==> src/hw/rtl/tgst_pkg.sv <==
`default_nettype none
// ----------------------------------------------------------------------------
// tgst_pkg
// shared widths, register codes, reset values and control structs for the
// two-gate speed trap
// ----------------------------------------------------------------------------
package tgst_pkg;

  // sizing
  localparam int COUNT_WIDTH   = 16;
  localparam int SAMPLE_WIDTH  = 10;
  localparam int THRESH_WIDTH  = 10;
  localparam int DIST_WIDTH    = 20;
  localparam int PERIOD_WIDTH  = 20;
  localparam int ELAPSED_WIDTH = 16;
  localparam int SPEED_WIDTH   = 30;
  localparam int SCALE_WIDTH   = 10;
  localparam int CFG_IDX_WIDTH = 2;
  localparam int CFG_DATA_WIDTH = 20;

  localparam int DIFF_WIDTH =
    ((SAMPLE_WIDTH > THRESH_WIDTH) ? SAMPLE_WIDTH : THRESH_WIDTH) + 1;
  localparam int NUM_WIDTH     = DIST_WIDTH + SCALE_WIDTH;
  localparam int DEN_WIDTH     = COUNT_WIDTH + PERIOD_WIDTH;
  localparam int DIV_CNT_WIDTH = $clog2(SPEED_WIDTH);

  localparam logic [COUNT_WIDTH-1:0] COUNT_MAX = {COUNT_WIDTH{1'b1}};
  localparam logic [SCALE_WIDTH-1:0] UM_PER_MM = SCALE_WIDTH'(1000);

  // register indexes
  localparam logic [CFG_IDX_WIDTH-1:0] REG_RISE_THRESHOLD   = 2'd0;
  localparam logic [CFG_IDX_WIDTH-1:0] REG_GATE_DISTANCE_UM = 2'd1;
  localparam logic [CFG_IDX_WIDTH-1:0] REG_TICK_PERIOD_US   = 2'd2;

  // register reset values
  localparam logic [THRESH_WIDTH-1:0] RISE_THRESHOLD_RST   = THRESH_WIDTH'(10);
  localparam logic [DIST_WIDTH-1:0]   GATE_DISTANCE_UM_RST = DIST_WIDTH'(70000);
  localparam logic [PERIOD_WIDTH-1:0] TICK_PERIOD_US_RST   = PERIOD_WIDTH'(50000);

  // controller to datapath
  typedef struct packed {
    logic accept;    // take the input item into the tracking state
    logic start_mul; // form numerator and denominator
    logic div_step;  // one restoring divide step
    logic load_out;  // move result into the output register
  } ctrl_cmd_t;

  // datapath to controller
  typedef struct packed {
    logic second_hit; // item on the input ends a measurement
  } dp_status_t;

endpackage : tgst_pkg
`default_nettype wire

==> src/hw/rtl/tgst_if.sv <==
`default_nettype none
// ----------------------------------------------------------------------------
// tgst_if
// valid/ready channels for sample items and result items
// ----------------------------------------------------------------------------
interface tgst_in_if;
  import tgst_pkg::*;

  logic                    valid;
  logic                    ready;
  logic [SAMPLE_WIDTH-1:0] first_gate_sample;
  logic [SAMPLE_WIDTH-1:0] second_gate_sample;

  modport source (output valid, output first_gate_sample, output second_gate_sample,
                  input ready);
  modport sink   (input valid, input first_gate_sample, input second_gate_sample,
                  output ready);
endinterface : tgst_in_if

interface tgst_out_if;
  import tgst_pkg::*;

  logic                     valid;
  logic                     ready;
  logic [ELAPSED_WIDTH-1:0] elapsed_ticks;
  logic [SPEED_WIDTH-1:0]   speed_mm_per_s;
  logic                     count_saturated;

  modport source (output valid, output elapsed_ticks, output speed_mm_per_s,
                  output count_saturated, input ready);
  modport sink   (input valid, input elapsed_ticks, input speed_mm_per_s,
                  input count_saturated, output ready);
endinterface : tgst_out_if
`default_nettype wire

==> src/hw/rtl/two_gate_speed_trap_unit.sv <==
`default_nettype none
// ----------------------------------------------------------------------------
// two_gate_speed_trap_unit
// light-gate chronograph: tick timing between two gates and speed in mm/s
// ----------------------------------------------------------------------------
// Each input item is one sample tick with both sensor samples. An item that
// does not end a measurement is absorbed on acceptance, so ticks can stream
// back to back. An item on which the second gate fires stops intake until its
// result is handed on, in order: the intake, a step forming distance*1000 and
// ticks*period, 30 steps of the restoring divider (one quotient bit per cycle)
// and a step handing the result to the output register. The output register
// holds a finished result until it is taken, and sample items keep being
// accepted meanwhile; only a second result waits in the sequencer for the
// register to empty. A zero tick period yields the speed field maximum.
// Configuration writes go straight to the registers and are meant for idle
// periods.
// ----------------------------------------------------------------------------
module two_gate_speed_trap_unit (
  input  wire logic                               clk,
  input  wire logic                               rst,
  input  wire logic                               cfg_we,
  input  wire logic [tgst_pkg::CFG_IDX_WIDTH-1:0]  cfg_index,
  input  wire logic [tgst_pkg::CFG_DATA_WIDTH-1:0] cfg_wdata,
  tgst_in_if.sink                                 in_ch,
  tgst_out_if.source                              out_ch
);
  import tgst_pkg::*;

  ctrl_cmd_t  cmd;
  dp_status_t sts;

  // sequencer: owns the handshakes and the divide step count
  tgst_ctrl u_ctrl (
    .clk       (clk),
    .rst       (rst),
    .in_valid  (in_ch.valid),
    .in_ready  (in_ch.ready),
    .out_valid (out_ch.valid),
    .out_ready (out_ch.ready),
    .sts       (sts),
    .cmd       (cmd)
  );

  // datapath: gate tracking, counter, config, arithmetic, output payload
  tgst_dp u_dp (
    .clk                (clk),
    .rst                (rst),
    .cfg_we             (cfg_we),
    .cfg_index          (cfg_index),
    .cfg_wdata          (cfg_wdata),
    .first_gate_sample  (in_ch.first_gate_sample),
    .second_gate_sample (in_ch.second_gate_sample),
    .cmd                (cmd),
    .sts                (sts),
    .elapsed_ticks      (out_ch.elapsed_ticks),
    .speed_mm_per_s     (out_ch.speed_mm_per_s),
    .count_saturated    (out_ch.count_saturated)
  );

  // a result never overwrites one still waiting at the output
  a_load_free: assert property (@(posedge clk) disable iff (rst)
    cmd.load_out |-> (!out_ch.valid || out_ch.ready))
    else $error("result loaded over a pending output item");

  // a measurement-ending item stops intake for the divide
  a_busy_after_hit: assert property (@(posedge clk) disable iff (rst)
    (cmd.accept && sts.second_hit) |=> !in_ch.ready)
    else $error("intake not stopped after second gate detection");

  // output valid only rises from a load command
  a_valid_from_load: assert property (@(posedge clk) disable iff (rst)
    $rose(out_ch.valid) |-> $past(cmd.load_out))
    else $error("output valid rose without a load");

  // divider never runs while intake is open
  a_no_step_when_ready: assert property (@(posedge clk) disable iff (rst)
    (cmd.div_step || cmd.start_mul) |-> !in_ch.ready)
    else $error("divider active while accepting items");

endmodule : two_gate_speed_trap_unit
`default_nettype wire

==> src/hw/rtl/tgst_ctrl.sv <==
`default_nettype none
// ----------------------------------------------------------------------------
// tgst_ctrl
// sequencer: item intake, multiply, divide steps, output register handoff
// ----------------------------------------------------------------------------
module tgst_ctrl (
  input  wire logic               clk,
  input  wire logic               rst,
  input  wire logic               in_valid,
  output logic                    in_ready,
  output logic                    out_valid,
  input  wire logic               out_ready,
  input  wire tgst_pkg::dp_status_t sts,
  output tgst_pkg::ctrl_cmd_t     cmd
);
  import tgst_pkg::*;

  localparam logic [1:0] ST_IDLE = 2'd0;
  localparam logic [1:0] ST_MUL  = 2'd1;
  localparam logic [1:0] ST_DIV  = 2'd2;
  localparam logic [1:0] ST_DONE = 2'd3;

  localparam logic [DIV_CNT_WIDTH-1:0] DIV_LAST = DIV_CNT_WIDTH'(SPEED_WIDTH - 1);

  logic [1:0]               state, state_next;
  logic [DIV_CNT_WIDTH-1:0] div_cnt, div_cnt_next;
  logic                     out_valid_next;

  assign in_ready = (state == ST_IDLE);

  always_comb begin
    state_next     = state;
    div_cnt_next   = div_cnt;
    cmd            = '0;
    cmd.accept     = in_valid && in_ready;
    case (state)
      ST_IDLE: begin
        if (cmd.accept && sts.second_hit) begin
          state_next = ST_MUL;
        end
      end
      ST_MUL: begin
        cmd.start_mul = 1'b1;
        div_cnt_next  = '0;
        state_next    = ST_DIV;
      end
      ST_DIV: begin
        cmd.div_step = 1'b1;
        div_cnt_next = div_cnt + 1'b1;
        if (div_cnt == DIV_LAST) begin
          state_next = ST_DONE;
        end
      end
      ST_DONE: begin
        // wait for the output register to be free
        if (!out_valid || out_ready) begin
          cmd.load_out = 1'b1;
          state_next   = ST_IDLE;
        end
      end
      default: begin
        state_next = ST_IDLE;
      end
    endcase
  end

  always_comb begin
    if (cmd.load_out) begin
      out_valid_next = 1'b1;
    end else if (out_ready) begin
      out_valid_next = 1'b0;
    end else begin
      out_valid_next = out_valid;
    end
  end

  always_ff @(posedge clk) begin
    if (rst) begin
      state     <= ST_IDLE;
      div_cnt   <= '0;
      out_valid <= 1'b0;
    end else begin
      state     <= state_next;
      div_cnt   <= div_cnt_next;
      out_valid <= out_valid_next;
    end
  end

endmodule : tgst_ctrl
`default_nettype wire

==> src/hw/rtl/tgst_dp.sv <==
`default_nettype none
// ----------------------------------------------------------------------------
// tgst_dp
// gate tracking, tick counter, config registers, multiply and restoring divider
// ----------------------------------------------------------------------------
module tgst_dp (
  input  wire logic                               clk,
  input  wire logic                               rst,
  input  wire logic                               cfg_we,
  input  wire logic [tgst_pkg::CFG_IDX_WIDTH-1:0]  cfg_index,
  input  wire logic [tgst_pkg::CFG_DATA_WIDTH-1:0] cfg_wdata,
  input  wire logic [tgst_pkg::SAMPLE_WIDTH-1:0]   first_gate_sample,
  input  wire logic [tgst_pkg::SAMPLE_WIDTH-1:0]   second_gate_sample,
  input  wire tgst_pkg::ctrl_cmd_t                cmd,
  output tgst_pkg::dp_status_t                    sts,
  output logic [tgst_pkg::ELAPSED_WIDTH-1:0]       elapsed_ticks,
  output logic [tgst_pkg::SPEED_WIDTH-1:0]         speed_mm_per_s,
  output logic                                    count_saturated
);
  import tgst_pkg::*;

  // config registers
  logic [THRESH_WIDTH-1:0] rise_threshold;
  logic [DIST_WIDTH-1:0]   gate_distance_um;
  logic [PERIOD_WIDTH-1:0] tick_period_us;

  // tracking state
  logic                    timing_phase;
  logic [SAMPLE_WIDTH-1:0] last_first_sample;
  logic                    first_sample_valid;
  logic [SAMPLE_WIDTH-1:0] last_second_sample;
  logic                    second_sample_valid;
  logic [COUNT_WIDTH-1:0]  tick_count;
  logic                    saturated_flag;

  // captured measurement and divider
  logic [COUNT_WIDTH-1:0]  res_ticks;
  logic                    res_sat;
  logic [SPEED_WIDTH-1:0]  quot;
  logic [DEN_WIDTH-1:0]    den;
  logic [DEN_WIDTH-1:0]    rem;

  logic [DIFF_WIDTH-1:0]   diff_first, diff_second, thr_ext;
  logic                    first_hit, second_hit;
  logic [COUNT_WIDTH-1:0]  tick_count_next;
  logic                    saturated_next;
  logic [NUM_WIDTH-1:0]    num_prod;
  logic [DEN_WIDTH-1:0]    den_prod;
  logic [DEN_WIDTH:0]      rem_sh;
  logic [DEN_WIDTH:0]      rem_sub;
  logic                    q_bit;

  // rise detection: unsigned difference, borrow bit means no rise
  assign thr_ext     = DIFF_WIDTH'(rise_threshold);
  assign diff_first  = DIFF_WIDTH'(first_gate_sample) - DIFF_WIDTH'(last_first_sample);
  assign diff_second = DIFF_WIDTH'(second_gate_sample) - DIFF_WIDTH'(last_second_sample);
  assign first_hit   = first_sample_valid && !diff_first[DIFF_WIDTH-1]
                       && (diff_first > thr_ext);
  assign second_hit  = second_sample_valid && !diff_second[DIFF_WIDTH-1]
                       && (diff_second > thr_ext);

  assign sts.second_hit = timing_phase && second_hit;

  // saturating tick counter
  assign tick_count_next = (tick_count == COUNT_MAX) ? tick_count : tick_count + 1'b1;
  assign saturated_next  = saturated_flag || (tick_count_next == COUNT_MAX);

  always_ff @(posedge clk) begin
    if (rst) begin
      rise_threshold   <= RISE_THRESHOLD_RST;
      gate_distance_um <= GATE_DISTANCE_UM_RST;
      tick_period_us   <= TICK_PERIOD_US_RST;
    end else if (cfg_we) begin
      case (cfg_index)
        REG_RISE_THRESHOLD:   rise_threshold   <= cfg_wdata[THRESH_WIDTH-1:0];
        REG_GATE_DISTANCE_UM: gate_distance_um <= cfg_wdata[DIST_WIDTH-1:0];
        REG_TICK_PERIOD_US:   tick_period_us   <= cfg_wdata[PERIOD_WIDTH-1:0];
        default: ;
      endcase
    end
  end

  always_ff @(posedge clk) begin
    if (rst) begin
      timing_phase        <= 1'b0;
      first_sample_valid  <= 1'b0;
      second_sample_valid <= 1'b0;
      tick_count          <= '0;
      saturated_flag      <= 1'b0;
    end else if (cmd.accept) begin
      if (!timing_phase) begin
        last_first_sample  <= first_gate_sample;
        first_sample_valid <= 1'b1;
        if (first_hit) begin
          timing_phase        <= 1'b1;
          tick_count          <= '0;
          saturated_flag      <= 1'b0;
          last_second_sample  <= second_gate_sample;
          second_sample_valid <= 1'b1;
        end
      end else begin
        last_second_sample <= second_gate_sample;
        if (second_hit) begin
          res_ticks           <= tick_count_next;
          res_sat             <= saturated_next;
          timing_phase        <= 1'b0;
          first_sample_valid  <= 1'b0;
          second_sample_valid <= 1'b0;
          tick_count          <= '0;
          saturated_flag      <= 1'b0;
        end else begin
          tick_count          <= tick_count_next;
          saturated_flag      <= saturated_next;
          second_sample_valid <= 1'b1;
        end
      end
    end
  end

  // operands
  assign num_prod = gate_distance_um * UM_PER_MM;
  assign den_prod = res_ticks * tick_period_us;

  // restoring divide, one quotient bit per step; a zero divisor gives all ones
  assign rem_sh  = {rem, quot[SPEED_WIDTH-1]};
  assign rem_sub = rem_sh - {1'b0, den};
  assign q_bit   = (rem_sh >= {1'b0, den});

  always_ff @(posedge clk) begin
    if (cmd.start_mul) begin
      quot <= num_prod[SPEED_WIDTH-1:0];
      den  <= den_prod;
      rem  <= '0;
    end else if (cmd.div_step) begin
      rem  <= q_bit ? rem_sub[DEN_WIDTH-1:0] : rem_sh[DEN_WIDTH-1:0];
      quot <= {quot[SPEED_WIDTH-2:0], q_bit};
    end
  end

  always_ff @(posedge clk) begin
    if (cmd.load_out) begin
      elapsed_ticks   <= ELAPSED_WIDTH'(res_ticks);
      speed_mm_per_s  <= quot;
      count_saturated <= res_sat;
    end
  end

endmodule : tgst_dp
`default_nettype wire

==> src/flat_wrapper.sv <==
// flat-port wrapper written by rule: the top's interface ports become plain ports
module two_gate_speed_trap_unit_flat import tgst_pkg::*;
  (clk, rst, cfg_we, cfg_index, cfg_wdata, in_ch_valid, in_ch_first_gate_sample, in_ch_second_gate_sample, in_ch_ready, out_ch_valid, out_ch_elapsed_ticks, out_ch_speed_mm_per_s, out_ch_count_saturated, out_ch_ready);
  tgst_in_if in_ch_i ();
  tgst_out_if out_ch_i ();
  input  wire logic clk;
  input  wire logic rst;
  input  wire logic cfg_we;
  input  wire logic [tgst_pkg::CFG_IDX_WIDTH-1:0] cfg_index;
  input  wire logic [tgst_pkg::CFG_DATA_WIDTH-1:0] cfg_wdata;
  input wire logic [$bits(in_ch_i.valid)-1:0] in_ch_valid;
  input wire logic [$bits(in_ch_i.first_gate_sample)-1:0] in_ch_first_gate_sample;
  input wire logic [$bits(in_ch_i.second_gate_sample)-1:0] in_ch_second_gate_sample;
  output wire logic [$bits(in_ch_i.ready)-1:0] in_ch_ready;
  output wire logic [$bits(out_ch_i.valid)-1:0] out_ch_valid;
  output wire logic [$bits(out_ch_i.elapsed_ticks)-1:0] out_ch_elapsed_ticks;
  output wire logic [$bits(out_ch_i.speed_mm_per_s)-1:0] out_ch_speed_mm_per_s;
  output wire logic [$bits(out_ch_i.count_saturated)-1:0] out_ch_count_saturated;
  input wire logic [$bits(out_ch_i.ready)-1:0] out_ch_ready;
  assign in_ch_i.valid = in_ch_valid;
  assign in_ch_i.first_gate_sample = in_ch_first_gate_sample;
  assign in_ch_i.second_gate_sample = in_ch_second_gate_sample;
  assign in_ch_ready = in_ch_i.ready;
  assign out_ch_valid = out_ch_i.valid;
  assign out_ch_elapsed_ticks = out_ch_i.elapsed_ticks;
  assign out_ch_speed_mm_per_s = out_ch_i.speed_mm_per_s;
  assign out_ch_count_saturated = out_ch_i.count_saturated;
  assign out_ch_i.ready = out_ch_ready;
  two_gate_speed_trap_unit u_core (.clk(clk), .rst(rst), .cfg_we(cfg_we), .cfg_index(cfg_index), .cfg_wdata(cfg_wdata), .in_ch(in_ch_i), .out_ch(out_ch_i));
endmodule
==> config.mk <==
export PLATFORM = sky130hd
export DESIGN_NAME = two_gate_speed_trap_unit_flat
export DESIGN_NICKNAME = d
export VERILOG_FILES = /design/src/hw/rtl/tgst_pkg.sv /design/src/hw/rtl/tgst_if.sv /design/src/hw/rtl/two_gate_speed_trap_unit.sv /design/src/hw/rtl/tgst_ctrl.sv /design/src/hw/rtl/tgst_dp.sv /design/src/flat_wrapper.sv
export SDC_FILE = /design/constraint.sdc
export NUM_CORES = 1
export LEC_CHECK = 0
export BUFFER_PORTS_ARGS = -buffer_cell sky130_fd_sc_hd__buf_2
export CAP_MARGIN = 20
export CELL_PAD_IN_SITES_DETAIL_PLACEMENT = 1
export CELL_PAD_IN_SITES_GLOBAL_PLACEMENT = 1
export CORE_AREA = 8 8 367 190
export DETAILED_ROUTE_END_ITERATION = 12
export DIE_AREA = 0 0 375 198
export PLACE_DENSITY_LB_ADDON = 0.15
export SLEW_MARGIN = 20
export SYNTH_ARGS = -nofsm -noshare
export SYNTH_HDL_FRONTEND = slang
export SYNTH_SLANG_ARGS = --single-unit
export TNS_END_PERCENT = 1
==> constraint.sdc <==
create_clock -name clk -period 7.7 [get_ports clk]
set_input_delay 2.31 -clock clk [delete_from_list [all_inputs] [get_ports clk]]
set_output_delay 2.31 -clock clk [all_outputs]
set_load 0.02 [all_outputs]
# Yosys cells after proc, flatten, opt, wreduce, memory -nomap -nowiden
# Cells that the tools add are included.
[totals]
elab_cells = 103
reg_bits = 264
out_inout_bits = 49
inputBits = 47
[classes]
bitwise = 2
order_cmp = 3
n_reduce_logical = 27
n_addsub = 5
multipliers = 2
eq_ne = 12
muxes = 30
[op_table]
columns = ["op", "n"]
rows = [
  ["16-bit 2-to-1 mux", 4],
  ["30-bit 2-to-1 mux", 2],
  ["37-bit by 36-bit >= comparator with 1-bit output", 1],
  ["16-bit by 20-bit multiplier with 36-bit output", 1],
  ["36-bit 2-to-1 mux", 1],
  ["36-bit subtractor", 1],
  ["16-bit == test, second input constant", 2],
  ["20-bit by 7-bit multiplier with 27-bit output, second input constant", 1],
  ["11-bit by 10-bit greater-than comparator with 1-bit output", 2],
  ["10-bit by 10-bit subtractor with 11-bit output", 2],
  ["10-bit 2-to-1 mux", 2],
  ["16-bit by 1-bit adder with 16-bit output, second input constant", 1],
  ["1-bit 2-to-1 mux", 16],
  ["5-bit case mux with 2 select lines", 1],
  ["2-bit AND reduction", 5],
  ["3-bit AND reduction", 3],
  ["2-bit case mux with 4 select lines", 1],
  ["2-bit nonzero test", 4],
  ["1-bit logical AND", 7],
  ["2-bit == test, second input constant", 3],
  ["2-bit 2-to-1 mux", 3],
  ["5-bit by 1-bit adder with 5-bit output, second input constant", 1],
  ["5-bit == test, second input constant", 1],
  ["2-bit by 1-bit == test with 1-bit output, second input constant", 2],
  ["7 further kinds", 14],
]

# Longest topological paths before layout
[logic_depth]
ltp_word = 8
mapped_depth = 26
depth_no_buf = 25

# Modules after synthesis
# A second synthesis with hierarchy kept.
[hier_totals]
hier_cells = 2782
area_unflattened_um2 = 26635.5
[modules_own_cells]
columns = ["module", "n_inst", "seq_area_each_um2", "area_each_um2", "cells_per_inst"]
rows = [
  ["tgst_dp", 1, 6596.3, 26181.4, 2732],
  ["tgst_ctrl", 1, 160.2, 454.2, 50],
]

# Worst setup path before layout
# OpenSTA, ideal clock, no wires.
[synth_path]
path_kind = "reg2reg"
startpoint = "register u_core.u_dp.tick_period_us[8]"
endpoint = "register u_core.u_dp.den[34], data pin"
setup_time_ns = 0.258
stages_incl_launch_ff = 24
n_path_buf = 1
period_less_slack_ns = 6.216
arrival_ns = 5.958
required_time_ns = 7.442
path_slack_ns = 1.484
cell_sequence = "dfxtp_1 > clkbuf_1 > nand2_1 > fa_1 > inv_1 > fa_1 > fa_1 > fa_1 > fa_1 > inv_1 > fa_1 > inv_1 > ha_1 > nand3_1 > nor2_1 > nand4_1 > a31oi_1 > o2111ai_1 > or2_2 > a21oi_1 > nand2_1 > o21ai_0 > a21oi_1 > xnor2_1"
[synth_via]
elab_chain_cells = 1
[synth_rtl]
columns = ["element", "line", "source"]
rows = [
  ["start: declaration", "tgst_dp.sv:25", "logic [PERIOD_WIDTH-1:0] tick_period_us;"],
  ["start signal: assignment", "tgst_dp.sv:77", "REG_TICK_PERIOD_US: tick_period_us <= cfg_wdata[PERIOD_WIDTH-1:0];"],
  ["16-bit by 20-bit multiplier with 36-bit output", "tgst_dp.sv:122", "assign den_prod = res_ticks * tick_period_us;"],
  ["named net u_core.u_dp.den_prod[34]", "tgst_dp.sv:48", "logic [DEN_WIDTH-1:0] den_prod;"],
  ["end signal: assignment", "tgst_dp.sv:132", "den <= den_prod;"],
  ["end: declaration", "tgst_dp.sv:40", "logic [DEN_WIDTH-1:0] den;"],
]
# The timed path passes the listed nets, and every way through them passes these cells.
# A chain may end at the register's enable or synchronous reset.

# Final worst setup path
[layout_path]
startpoint = "register u_core.u_dp.res_ticks[1]"
endpoint = "register u_core.u_dp.den[34], data pin"
[layout_via]
elab_chain_cells = 1
[layout_rtl]
columns = ["element", "line", "source"]
rows = [
  ["start: declaration", "tgst_dp.sv:37", "logic [COUNT_WIDTH-1:0] res_ticks;"],
  ["start signal: assignment", "tgst_dp.sv:104", "res_ticks <= tick_count_next;"],
  ["16-bit by 20-bit multiplier with 36-bit output", "tgst_dp.sv:122", ""],
  ["named net u_core.u_dp.den_prod[34]", "tgst_dp.sv:48", ""],
]
# The timed path passes the listed nets, and every way through them passes these cells.

==> summary.md <==
| Metric | Value |
|---|---|
| Outcome | `finished clean` |
| Number of synthesized flops with an enable pin | `147` |
| Dpl cell area | `0.02766 mm²` |
| Worst R2R Start | `u_core.u_dp.res_ticks[1]` |
| Commonest non-fill, non-tap cell in the layout | `inv_1` |
| Post-route ant nets | `0` |
| Area contributors post-synth | `fa_1, edfxtp_1, ha_1` |
| Aggregate global routing overflow | `0` |
| Synth async-reset ratio | `0` |
| Vias in the first global route | `20.79k` |
| Worst-Margin Slew | `between 1 and 1.5 ns` |
| DRT Pass-1 Iters | `5` |
| All-Layer GR Usage | `0.2182` |
| Crit path time final | `7.377 ns` |
| Min-delay src | `u_core.u_dp.res_sat` |
| PwrDens | `around 300 mW/mm²` |
| Non-Filler Instances | `3,665` |
| Cell area after layout | `around 0.029 mm²` |
| Final setup fails | `0` |
| Syn-to-layout area delta | `9.672%` |
| CTS root buf | `clkbuf_16` |
| Max-slew headroom | `0.2499` |
| R2r endpoint | `u_core.u_dp.den[34]` |
| Setup ws final | `0.3228 ns` |
| First-pass GRT wire length | `approximately 130,000 µm` |
| Syn_nets | `around 3.3k` |
| CTS clk-pin slew, worst paths | `0.07 ns` |
| Comb power frac | `0.625` |
| Fillers | `~7.3k` |
| Die area | `0.07425 mm²` |
| Mapped Cells | `2,726` |
| CP Launch Type | `flip-flop` |
| Worst hold slack | `0.4481 ns` |
| Total I/O pin count | `96` |
| Maximum clock path buffer count | `3` |
| Warnings, synthesis | `0` |
| Hold Path Class | `reg2reg` |
| Height of the die | `198 µm` |
| Leading area contributor after synthesis | `fa_1` |
| Multi-input gate area | `about 0.018 mm²` |
| Reg2Reg Depth | `23` |
| Buffers added on ports | `95` |
| Psw | `between 3 and 4 mW` |
| Commonest non-fill, non-tap cells in the layout | `inv_1, nand2_1, fa_1` |
| Max Clk Rate | `135.6 MHz` |
| Largest net degree at the start of global routing | `slightly below 80` |
| Worst vdd ir | `0.0003450 V` |
| Critical Path AT | `between 7 and 8 ns` |
| Total area of sequential cells | `0.006756 mm²` |
| Syn_area_per_cell | `9.615 µm²` |
| Via-per-instance ratio | `5.372` |
| Layout Nets | `between 3k and 4k` |
| Starting density of the core | `0.4074` |
| Req. time, crit path | `8.06 ns` |
| Hold Path Depth | `0` |
| Final Skew | `0.03404 ns` |
| Dpl ws | `~0.33 ns` |
| Number of slew-limit violations in the final report | `0` |
| Final GP Congestion | `0.8950` |
| Row Count | `66` |
| Hold Buf Count CTS | `0` |
| Pleak | `~13 nW` |
| Predominant post-synthesis flop cell | `edfxtp_1` |
| Crit Path Class | `reg2reg` |
| Dpl cells | `3,606` |
| Final Total Pwr | `8.818 mW` |
| Core Footprint | `0.06433 mm²` |
| Initial antenna violation count | `3` |
| DIE WIDTH | `375 µm` |
| Internal power | `around 4.9 mW` |
| DRC viols | `0` |
| Synth top area share | `0.2467` |
| Detailed placer's ending HPWL | `65,700 µm` |
| CP Capture Type | `flip-flop` |
| WHS Endpoint | `u_core.u_dp.count_saturated` |
| Clock sinks | `roughly 260` |
| Reg power frac | `0.202` |
| H-tree depth | `1` |
| Post-Route WL | `between 80,000 and 90,000 µm` |
| Drt wl/cell | `about 23 µm` |
| Worst reg-to-reg setup slack | `roughly 0.32 ns` |
| Count of unique library cells instantiated by Yosys | `88` |
| Clk Latency, worst-skew pair | `slightly above 0.6 ns` |
| Setup TNS Final | `0 ns` |
| CTS tree | `done` |
| Drt initial violations | `1,382` |
| Sw Share | `0.4470` |
| Worst Setup SP | `u_core.u_dp.res_ticks[1]` |
| Vias | `a little under 20k` |
| Fraction of layout cells with a size suffix above 1 | `0.08351` |
| RSZ-0062 raised after global routing | `false` |
| Max-cap violation count | `0` |
| Layout Utilization | `0.4468` |
| FF+latch count, synth | `approximately 260` |
| Final Hold Fails | `0` |
| Synthesized area | `~0.026 mm²` |
| Seq/Total Area, Yosys | `0.2578` |
| CTS Buf Count | `29` |
| Crit share post-route | `0.9581` |
| Crit Path Max Fanout | `15` |
| Clock power share | `0.173` |
worst max-delay path, stage by stage (launching register included):
cell	delay (ns)
edfxtp_1	0.87
nand2_1	0.19
fa_1	0.56
fa_1	0.47
fa_1	0.54
inv_1	0.05
fa_1	0.52
fa_1	0.57
inv_1	0.06
fa_1	0.53
inv_1	0.04
ha_1	0.38
nand3_1	0.13
nor2_1	0.19
nand4_1	0.16
a31oi_1	0.38
buf_4	0.22
o2111ai_1	0.13
or2_2	0.32
a21oi_1	0.27
nand2_1	0.12
o21ai_0	0.18
a21oi_1	0.11
xnor2_1	0.13
registers in the layout, indices dropped and copies added, names as in the netlist, 2 cells and up:
signal and count:
u_core.u_dp.tick_count 16, u_core.u_dp.rise_threshold 10, u_core.u_dp.res_ticks 16, u_core.u_dp.last_second_sample 10, u_core.u_dp.tick_period_us 20, u_core.u_dp.rem 36, u_core.u_dp.quot 30, u_core.u_dp.gate_distance_um 20
u_core.u_dp.elapsed_ticks 16, u_core.u_dp.den 36, u_core.u_ctrl.state 2, u_core.u_dp.speed_mm_per_s 30, u_core.u_ctrl.div_cnt 5, u_core.u_dp.last_first_sample 10
power groups by stage:
stage | Combinational [mW] | Sequential (mW) | Clock [mW]
6_report | 5.51 | 1.78 | 1.53
5_1_grt | 6.19 | 1.78 | 1.61
4_1_cts | 5.49 | 1.78 | 1.57
3_5_place_dp | 5.45 | 1.81 | 0
3_3_place_gp | 5.28 | 1.81 | 0
2_1_floorplan | 4.01 | 1.79 | 0
worst max path at each step:
| stage | to | slack (ns) | depth (start not counted) |
|---|---|---|---|
| 2_1_floorplan | u_core.u_dp.den[34] | 1.48 | 23 |
| 3_3_place_gp | u_core.u_dp.den[34] | 0.52 | 24 |
| 3_5_place_dp | u_core.u_dp.den[34] | 0.33 | 23 |
| 4_1_cts | u_core.u_dp.den[34] | 0.31 | 23 |
| 5_1_grt | u_core.u_dp.den[34] | 0.08 | 24 |
| 6_report | u_core.u_dp.den[34] | 0.32 | 23 |
final cells by class:
type	instances	share of cell area
clock buffer	39	0.02938
multi-input combinational	1946	0.6092
tap	850	0.03700
antenna	1	0.00008705
inverter	406	0.05310
clock inverter	15	0.006355
sequential	264	0.2350
timing repair buffer	144	0.02986
kinds of logic (layout without fill, tap and decap cells):
group / count (synthesis) / after routing / share of synthesized area
flip-flops: 264 / 264 / 0.2578
other: 0 / 1 / 0
XOR/XNOR: 107 / 107 / 0.03575
buffers and inverters: 516 / 604 / 0.07557
AO/OA/AOI/OAI: 448 / 448 / 0.1144
AND/OR/NAND/NOR: 802 / 802 / 0.1441
adder cells (fa/ha/maj): 575 / 575 / 0.3670
multiplexers: 14 / 14 / 0.005394
Yosys cell counts, drive strengths merged (12+ instances only):
library cell and instances:
a211oi 40, a21o 59, a21oi 147, a22o 14, a22oi 13, and2 151
buf 14, clkbuf 96, dfxtp 117, edfxtp 147, fa 323, ha 252
inv 406, mux2i 13, nand2 343, nand2b 15, nand3 34, nand3b 13
nand4 16, nor2 159, nor2b 15, nor3 16, o21a 14, o21ai 69
o21bai 12, xnor2 66, xor2 41
per-layer routing:
metal / track usage / wire [µm] / vias to the layer above
met3: 0.05834 / 7595 / 55
met2: 0.2854 / 30390 / 556
li1: - / - / 9041
met5: 0 / 20 / -
met4: 0.02696 / 938 / 2
met1: 0.3564 / 44090 / 10030
what timing repair did:
item,CTS,global route
hold endpoints to repair,0,0
setup endpoints to repair,0,2
resized for setup,0,0
buffers inserted,0,4
Note: power is estimated with default switching activity, not from simulation.
